==> config.mk <==
export PLATFORM = sky130hd
export DESIGN_NAME = ber_tlv_header_parser
export DESIGN_NICKNAME = d
export VERILOG_FILES = /design/src/rtl/bth_pkg.sv /design/src/rtl/bth_step.sv /design/src/rtl/bth_resq.sv /design/src/rtl/ber_tlv_header_parser.sv
export SDC_FILE = /design/constraint.sdc
export NUM_CORES = 1
export LEC_CHECK = 0
export ABC_AREA = 1
export ABC_CLOCK_PERIOD_IN_PS = 5310
export BUFFER_PORTS_ARGS = -buffer_cell sky130_fd_sc_hd__buf_2
export CAP_MARGIN = 0
export CORE_UTILIZATION = 46
export CTS_CLUSTER_SIZE = 24
export DETAILED_ROUTE_END_ITERATION = 16
export GPL_ROUTABILITY_DRIVEN = 0
export GPL_TIMING_DRIVEN = 0
export PLACE_DENSITY = 0.63
export SLEW_MARGIN = 10
export SYNTH_ARGS = -nofsm -noshare
export SYNTH_HDL_FRONTEND = slang
export SYNTH_SLANG_ARGS = --single-unit
==> constraint.sdc <==
create_clock -name clk -period 5.31 [get_ports clk]
set_input_delay 0.7965 -clock clk [delete_from_list [all_inputs] [get_ports clk]]
set_output_delay 0.7965 -clock clk [all_outputs]
set_load 0.03 [all_outputs]
==> src/rtl/bth_pkg.sv <==
// Shared types and constants for the BER TLV header parser.
// No dependencies; imported by every module of the block.
package bth_pkg;

	// Field size limits
	localparam int MAX_LENGTH_OCTETS = 4;
	localparam int MAX_TAG_OCTETS    = 4;

	// Identifier and length octet fields
	localparam logic [4:0] TAG_EXTENDED   = 5'h1F;
	localparam logic [7:0] LEN_INDEFINITE = 8'h80;

	// Result status codes
	localparam logic [2:0] ST_OK         = 3'd0;
	localparam logic [2:0] ST_TRUNCATED  = 3'd1;
	localparam logic [2:0] ST_INDEFINITE = 3'd2;
	localparam logic [2:0] ST_LEN_LONG   = 3'd3;
	localparam logic [2:0] ST_TAG_LONG   = 3'd4;

	// Saturation point of the header octet count
	localparam logic [3:0] HDR_COUNT_MAX = 4'd15;

	// Depth of the result queue
	localparam logic [1:0] RESQ_DEPTH = 2'd2;

	// One result record
	typedef struct packed {
		logic [2:0]  status;
		logic [1:0]  tag_class;
		logic        constructed;
		logic [27:0] tag_number;
		logic [31:0] content_length;
		logic [3:0]  header_length;
		logic        last_result;
	} result_t;

	// Results raised by one byte, first one first
	typedef struct packed {
		logic [1:0] count;
		result_t    r0;
		result_t    r1;
	} push_t;

endpackage

==> src/rtl/bth_step.sv <==
// Per-byte decode step: parser state registers and the next-state / result logic.
// Depends on bth_pkg.
module bth_step (
	input  logic            clk,
	input  logic            arst_n,
	input  logic            fire,
	input  logic [7:0]      data_byte,
	input  logic            last_of_buffer,
	output bth_pkg::push_t  push
);
	import bth_pkg::*;

	typedef enum logic [2:0] {
		PH_IDENT   = 3'd0,
		PH_TAG     = 3'd1,
		PH_LEN0    = 3'd2,
		PH_LENN    = 3'd3,
		PH_CONTENT = 3'd4,
		PH_DISCARD = 3'd5
	} phase_t;

	localparam logic [2:0] TAG_LEFT_INIT = 3'(MAX_TAG_OCTETS - 1);
	localparam logic [6:0] LEN_OCT_MAX   = 7'(MAX_LENGTH_OCTETS);

	phase_t      phase_q, phase_n;
	logic [27:0] tag_q, tag_n;
	logic [31:0] len_q, len_n;
	logic [2:0]  left_q, left_n;
	logic [3:0]  hcnt_q, hcnt_n;
	logic [1:0]  cls_q, cls_n;
	logic        cons_q, cons_n;
	logic [31:0] cleft_q, cleft_n;

	logic        done;
	logic [2:0]  err;
	logic        trunc_content;
	logic [2:0]  len_oct_m1;
	logic [31:0] cleft_dec;
	result_t     base;

	// only reached with a length octet count of 1 to MAX_LENGTH_OCTETS
	assign len_oct_m1 = data_byte[2:0] - 3'd1;

	// content octets still owed once this byte is skipped
	assign cleft_dec = (cleft_q != 32'd0) ? cleft_q - 32'd1 : 32'd0;

	// Next state for the byte in hand
	always_comb begin
		phase_n       = phase_q;
		tag_n         = tag_q;
		len_n         = len_q;
		left_n        = left_q;
		hcnt_n        = hcnt_q;
		cls_n         = cls_q;
		cons_n        = cons_q;
		cleft_n       = cleft_q;
		done          = 1'b0;
		err           = ST_OK;
		trunc_content = 1'b0;

		// header octet count, saturating
		if ((phase_q == PH_IDENT || phase_q == PH_TAG || phase_q == PH_LEN0 ||
		     phase_q == PH_LENN) && hcnt_q != HDR_COUNT_MAX)
			hcnt_n = hcnt_q + 4'd1;

		unique case (phase_q)
			PH_IDENT: begin
				hcnt_n = 4'd1;
				cls_n  = data_byte[7:6];
				cons_n = data_byte[5];
				len_n  = '0;
				if (data_byte[4:0] == TAG_EXTENDED) begin
					tag_n   = '0;
					left_n  = TAG_LEFT_INIT;
					phase_n = PH_TAG;
				end else begin
					tag_n   = {23'd0, data_byte[4:0]};
					phase_n = PH_LEN0;
				end
			end
			PH_TAG: begin
				tag_n = {tag_q[20:0], data_byte[6:0]};
				if (!data_byte[7])
					phase_n = PH_LEN0;
				else if (left_q == 3'd0)
					err = ST_TAG_LONG;
				else
					left_n = left_q - 3'd1;
			end
			PH_LEN0: begin
				if (!data_byte[7]) begin
					len_n = {24'd0, data_byte};
					done  = 1'b1;
				end else if (data_byte == LEN_INDEFINITE) begin
					err = ST_INDEFINITE;
				end else if (data_byte[6:0] > LEN_OCT_MAX) begin
					err = ST_LEN_LONG;
				end else begin
					len_n   = '0;
					left_n  = len_oct_m1;
					phase_n = PH_LENN;
				end
			end
			PH_LENN: begin
				len_n = {len_q[23:0], data_byte};
				if (left_q == 3'd0)
					done = 1'b1;
				else
					left_n = left_q - 3'd1;
			end
			PH_CONTENT: begin
				cleft_n = cleft_dec;
				if (cleft_dec == 32'd0)
					phase_n = PH_IDENT;
				else if (last_of_buffer)
					trunc_content = 1'b1;
			end
			default: begin
			end
		endcase

		// header finished or failed
		if (done) begin
			cleft_n = len_n;
			phase_n = (len_n == 32'd0) ? PH_IDENT : PH_CONTENT;
		end else if (err != ST_OK) begin
			phase_n = PH_DISCARD;
		end

		// end of buffer resets the walk
		if (last_of_buffer) begin
			phase_n = PH_IDENT;
			cleft_n = '0;
			left_n  = '0;
		end
	end

	// Results for the byte in hand
	always_comb begin
		base = '{status: ST_OK, tag_class: cls_n, constructed: cons_n, tag_number: tag_n,
		         content_length: 32'd0, header_length: hcnt_n, last_result: 1'b1};
		push.count = 2'd0;
		push.r0    = base;
		push.r1    = base;
		push.r1.status = ST_TRUNCATED;
		push.r1.content_length = len_n;
		if (done) begin
			push.r0.content_length = len_n;
			if (last_of_buffer && len_n != 32'd0) begin
				push.count = 2'd2;
				push.r0.last_result = 1'b0;
			end else begin
				push.count = 2'd1;
			end
		end else if (err != ST_OK) begin
			push.count = 2'd1;
			push.r0.status = err;
		end else if (trunc_content) begin
			push.count = 2'd1;
			push.r0.status = ST_TRUNCATED;
			push.r0.content_length = cleft_dec;
		end else if (last_of_buffer &&
		             (phase_q == PH_IDENT || phase_q == PH_TAG || phase_q == PH_LEN0 ||
		              phase_q == PH_LENN)) begin
			// buffer ends inside a header
			push.count = 2'd1;
			push.r0.status = ST_TRUNCATED;
		end
	end

	// Parser state
	always_ff @(posedge clk or negedge arst_n) begin
		if (!arst_n) begin
			phase_q <= PH_IDENT;
			tag_q   <= '0;
			len_q   <= '0;
			left_q  <= '0;
			hcnt_q  <= '0;
			cls_q   <= '0;
			cons_q  <= 1'b0;
			cleft_q <= '0;
		end else if (fire) begin
			phase_q <= phase_n;
			tag_q   <= tag_n;
			len_q   <= len_n;
			left_q  <= left_n;
			hcnt_q  <= hcnt_n;
			cls_q   <= cls_n;
			cons_q  <= cons_n;
			cleft_q <= cleft_n;
		end
	end

`ifndef SYNTH
	// the last byte of a buffer always leaves the walker at an identifier
	a_last_resets: assert property (@(posedge clk) disable iff (!arst_n)
		fire && last_of_buffer |=> phase_q == PH_IDENT && cleft_q == 32'd0)
		else $error("walker not reset after end of buffer");

	// content skipping only runs with octets still to skip
	a_content_nonzero: assert property (@(posedge clk) disable iff (!arst_n)
		phase_q == PH_CONTENT |-> cleft_q != 32'd0)
		else $error("content phase with nothing left to skip");
`endif

endmodule

==> src/rtl/bth_resq.sv <==
// Two-entry result queue between the decode step and the result port.
// Depends on bth_pkg.
module bth_resq (
	input  logic             clk,
	input  logic             arst_n,
	input  bth_pkg::push_t   push,
	input  logic             push_en,
	input  logic             pop_ready,
	output logic             head_valid,
	output bth_pkg::result_t head,
	output logic [1:0]       count
);
	import bth_pkg::*;

	result_t    slot0_q, slot1_q, slot0_n, slot1_n;
	logic [1:0] count_q, count_n, count_pop, push_n;
	logic       pop;

	assign head_valid = count_q != 2'd0;
	assign head       = slot0_q;
	assign count      = count_q;
	assign pop        = head_valid && pop_ready;
	assign push_n     = push_en ? push.count : 2'd0;
	assign count_pop  = count_q - {1'b0, pop};

	// Shift on transfer, then append new results behind what remains
	always_comb begin
		slot0_n = slot0_q;
		slot1_n = slot1_q;
		if (pop)
			slot0_n = slot1_q;
		if (push_n != 2'd0) begin
			if (count_pop == 2'd0)
				slot0_n = push.r0;
			else
				slot1_n = push.r0;
		end
		if (push_n == RESQ_DEPTH)
			slot1_n = push.r1;
		count_n = count_pop + push_n;
	end

	always_ff @(posedge clk or negedge arst_n) begin
		if (!arst_n)
			count_q <= '0;
		else
			count_q <= count_n;
	end

	always_ff @(posedge clk) begin
		slot0_q <= slot0_n;
		slot1_q <= slot1_n;
	end

`ifndef SYNTH
	a_no_overflow: assert property (@(posedge clk) disable iff (!arst_n)
		count_q != 2'd3)
		else $error("result queue overflow");

	// a pair is only pushed into an empty queue
	a_pair_empty: assert property (@(posedge clk) disable iff (!arst_n)
		push_en && push.count == RESQ_DEPTH |-> count_q == 2'd0)
		else $error("result pair pushed into occupied queue");

	// a result not marked last always has its partner queued behind it
	a_pair_kept: assert property (@(posedge clk) disable iff (!arst_n)
		head_valid && !head.last_result |-> count_q == RESQ_DEPTH)
		else $error("first of a result pair without its partner");
`endif

endmodule

==> src/rtl/ber_tlv_header_parser.sv <==
// Top level of the BER TLV header parser: input register, decode step, result queue.
// Depends on bth_pkg, bth_step and bth_resq.
//
// Walks the top-level TLVs of a BER buffer fed one byte per transfer, with
// last_of_buffer on the final byte. Each completed header is reported with
// status 0 (class, constructed bit, tag number, content length, header octet
// count), and its content octets are then skipped silently. Errors (truncated
// buffer, indefinite length, too many length or tag octets) are reported once,
// after which input is dropped up to the end of the buffer. A byte enters an
// input register, is decoded combinationally against the parser state, and its
// results are registered in a two-entry queue that drives the result port. The
// block takes one byte per cycle while the result side keeps up; a header that
// completes on the last byte of a buffer with nonzero length raises two results
// and waits in the input register until the queue can take them, since the
// two-entry result queue must be empty to take the pair.
module ber_tlv_header_parser (
	input  logic        clk,
	input  logic        arst_n,
	input  logic        data_valid,
	output logic        data_ready,
	input  logic [7:0]  data_byte,
	input  logic        last_of_buffer,
	output logic        result_valid,
	input  logic        result_ready,
	output logic [2:0]  status,
	output logic [1:0]  tag_class,
	output logic        constructed,
	output logic [27:0] tag_number,
	output logic [31:0] content_length,
	output logic [3:0]  header_length,
	output logic        last_result
);
	import bth_pkg::*;

	logic       item_valid_s1;
	logic [7:0] byte_s1;
	logic       last_s1;
	logic       fire;
	logic [2:0] fill_sum;
	logic [1:0] q_count;
	push_t      push;
	result_t    head;

	// Decode fires when the queue has room for every result of this byte
	assign fill_sum   = {1'b0, q_count} + {1'b0, push.count};
	assign fire       = item_valid_s1 && (push.count == 2'd0 || fill_sum <= {1'b0, RESQ_DEPTH});
	assign data_ready = !item_valid_s1 || fire;

	// Input register
	always_ff @(posedge clk or negedge arst_n) begin
		if (!arst_n)
			item_valid_s1 <= 1'b0;
		else if (data_ready)
			item_valid_s1 <= data_valid;
	end

	always_ff @(posedge clk) begin
		if (data_valid && data_ready) begin
			byte_s1 <= data_byte;
			last_s1 <= last_of_buffer;
		end
	end

	bth_step u_step (
		.clk            (clk),
		.arst_n         (arst_n),
		.fire           (fire),
		.data_byte      (byte_s1),
		.last_of_buffer (last_s1),
		.push           (push)
	);

	bth_resq u_resq (
		.clk        (clk),
		.arst_n     (arst_n),
		.push       (push),
		.push_en    (fire),
		.pop_ready  (result_ready),
		.head_valid (result_valid),
		.head       (head),
		.count      (q_count)
	);

	// Result fields
	assign status         = head.status;
	assign tag_class      = head.tag_class;
	assign constructed    = head.constructed;
	assign tag_number     = head.tag_number;
	assign content_length = head.content_length;
	assign header_length  = head.header_length;
	assign last_result    = head.last_result;

endmodule
==> results.md <==
- Run status: complete, no violations
- Post-synth EDFFs: 76
- CTS Root Cell: clkbuf_16
- CP max FO: 10
- Top_reg_cell synth: dfrtp_1
- Placed Cells: 2,213
- Reg2reg path depth: 28
- Die X-Extent: between 150 and 200 um
- RR Endpoint: u_resq.slot1_q[22]
- Final Hold Viols: 0
- Crit path top cell by count: nand2_1
- CTS tree: done
- Wire per inst: around 17 um
- Critical path launch point type: flip-flop
- CORE AREA: between 20,000 and 30,000 um2
- Syn Inst Count: 1,748
- Cell Area, Synth: approximately 13,000 um2
- Fin Setup TNS: 0 ns
- F_max: between 150 and 200 MHz
- Tot GR Track Use: a little over a quarter
- Worst-skew pair later-pin latency: around 0.55 ns
- Worst EP required: 4.51 ns
- Slowest CP cell: fa_1
- Place WS: -0.0970 ns
- First-pass iteration count of the detailed router: 5
- Clk slew on worst S/H paths: approximately 0.06 ns
- Clk buf depth: 3
- Tmin final: between 5 and 6 ns
- R2R Setup Slk: around 0.25 ns
- Worst Setup End Kind: output port
- Total CTS buffers: 28
- Initial core utilization: 47.3%
- Final WS setup: about 0.21 ns
- Crit path to: data_ready
- Leakage: 6.98 nW
- Max-Cap Viols: 0
- Post-DP HPWL: between 20 and 30 mm
- Setup crit start: byte_s1[3]
- Synthesized area per cell: around 7.6 um2
- Synth Warn #: 0
- Via count: between 10,000 and 15,000
- First-pass GRT wire length: slightly above 60 mm
- Seq/Total Area, Yosys: between 40% and 50%
- Largest net degree at the start of global routing: 73
- Layout Cells excl Fill: 2,271
- DIE AREA: between 20,000 and 30,000 um2
- Clock skew: 0.0214 ns
- Slew Limit Fails: 0
- Async SR Flop Fraction: a little over two fifths
- Crit path DAT: approximately 4.3 ns
- Met1 global-route usage: 38.2%
- Final Cell Area: roughly 15,000 um2
- Reg2reg start: byte_s1[3]
- Met3 GRT Util: under 10%
- Worst Tran Pin Value: 0.738 ns
- Global route hottest layer: met2
- FF+latch count, synth: around 260
- Slowest stage delay, CP: roughly 0.42 ns
- Drc violations: 0
- Rel. slew slack: 50.8%
- Worst path cell trace: inv_1 -> nand2_1 -> nor2_1 -> nand3_1 -> nand2_4 -> nand2_4 -> buf_2 -> a22oi_1 -> nand2_1 -> nor2_1 -> nand2_1 -> nor2_1 -> nand2_1 -> nand2_2 -> nand2_1 -> inv_1 -> ha_1 -> fa_1 -> a21oi_2 -> inv_1 -> nand3_1 -> clkbuf_4
- Critical path type: flip-flop to output port
- Share of cells above drive strength 1: around 15%
- Routed Antenna Nets: 0
- Number of setup violations in the final report: 0
- Global route overflow: 0
- Tcrit/Tclk final: 96.0%
- Number of global-route vias before repair: 11,300
- Initial antenna violation count: 0
- FP Rows: just over 60
- Chip height: 172 um
- Peak supply drop: between 0.0003 and 0.0004 V
- Vias per inst: 5.33
- Global Route met2 Usage: a little over two fifths
- Hold Crit Class: input pin to async pin
- Deepest level of the CTS H-tree: 1
- Post-Place Cell Area: between 10,000 and 15,000 um2
- Fin nets: ~1,900
- Drt initial violations: between 1,000 and 1,500
- I/O pin total: 86
- Drt total wl: ~39 mm
- IO Port Bufs: 85
- Area growth from synthesis to layout: 15.2%
- Power per cell area: 763 nW/um2
- Synth unique cells: 44
- Pwr Total: 11.7 mW
- CTS sink count: around 260
- Syn_nets: roughly 1,800
- Number of diodes: 0
## cells by family after synthesis
| group | share of synthesized area (%) |
|---|---|
| adder cells (fa/ha/maj) | 0.809 |
| AO/OA/AOI/OAI | 14.5 |
| flip-flops | 48.8 |
| buffers and inverters | 8.75 |
| XOR/XNOR | 0.593 |
| AND/OR/NAND/NOR | 26.6 |
## synthesized netlist by cell type, drive strengths merged, types with 2 or more instances
cell    number  share of area [%]
dfrtp      108                 20
nor2       182                5.4
nand2      557                 16
xor2         7               0.46
a21oi       23               0.89
dfxtp       75                 11
nand3       70                2.9
or2         33                1.6
edfxtp      76                 17
o21bai       3               0.17
buf         38                2.1
clkbuf      44                1.3
ha           7               0.66
xnor2        2               0.13
inv        190                5.4
nor3         4               0.15
a22oi       17               0.96
o21ai      256                 10
a31oi        2              0.094
o22ai       39                1.8
nand4        7               0.38
## routing by layer
layer | vias to the layer above | share of wire (%) | wire length [um]
met5 | - | 0 | 0
met4 | 0 | 2.8 | 1080
met3 | 80 | 7.5 | 2900
met2 | 526 | 44 | 17200
met1 | 5634 | 45 | 17600
li1 | 5872 | - | -
## worst min path at each step
stage,endpoint,depth (start not counted)
6_report,u_step.cleft_q[13],1
5_1_grt,u_step.len_q[11],1
4_1_cts,u_step.cleft_q[13],1
3_5_place_dp,u_resq.slot1_q[0],2
3_3_place_gp,u_resq.slot1_q[0],2
2_1_floorplan,u_resq.slot1_q[0],2
## placed cells by master, fill, tap and decap left out, types with 8 or more instances in the layout
cell       count
nor2_1       172
inv_2         14
o21ai_2       21
o21ai_0      136
a21oi_1       21
dfrtp_1      108
a22oi_1       12
clkinv_2       8
inv_1        175
clkbuf_1      47
buf_2        103
nand2_1      540
buf_6         15
clkbuf_16     29
nand2_2       12
edfxtp_1      76
dfxtp_1       75
o22ai_1       39
o21ai_1       99
nand3_1       66
or2_2         33
## flip-flops by register name (all words and copies together), names as in the netlist
| name | count |
|---|---|
| byte_s1 | 8 |
| u_step.cons_q | 1 |
| u_step.phase_q | 3 |
| u_resq.count | 2 |
| u_resq.slot1_q | 71 |
| last_s1 | 1 |
| u_step.hcnt_q | 4 |
| item_valid_s1 | 1 |
| u_resq.head | 71 |
| u_step.cleft_q | 32 |
| u_step.tag_q | 28 |
| u_step.left_q | 3 |
| u_step.cls_q | 2 |
| u_step.len_q | 32 |
## critical path: cells and delay by family (launching register included)
family          cells  cell delay, ns
compound gates      2            0.53
fa+ha+maj           2            0.57
buf+inv             5            0.78
flops               1            0.41
simple gates       13            1.43
## per-stage QoR
step                      hold WS, ns  util (%)
after floorplan                 0.396         -
after global placement          0.405      50.5
after detailed placement        0.411      50.7
after CTS                       0.151      54.1
after global routing            0.166      54.6
final                           0.156      54.6
## power by group
part           internal [mW]  leakage (nW)  total (mW)  switching, mW
Sequential              2.95          2.82        3.37          0.419
Combinational           1.81          3.69        6.32           4.51
Clock                   1.17         0.465        1.99          0.822
Total                   5.94          6.98        11.7           5.75
## cell type report
class,instances,area [um2]
Buffer,82,448
Clock buffer,36,771
Clock inverter,16,174
Fill cell,2758,12800
Inverter,191,729
Multi-Input combinational cell,1216,5690
Sequential cell,259,6490
Tap cell,378,473
Timing Repair Buffer,93,552
## repair_timing
action,in CTS,in global routing
gates cloned,0,1
gates resized for setup,2,17
buffers inserted,0,5
endpoints found under the setup margin,36,68
hold buffers,0,0
pin swaps,0,2
(Power assumes the default switching activity.)
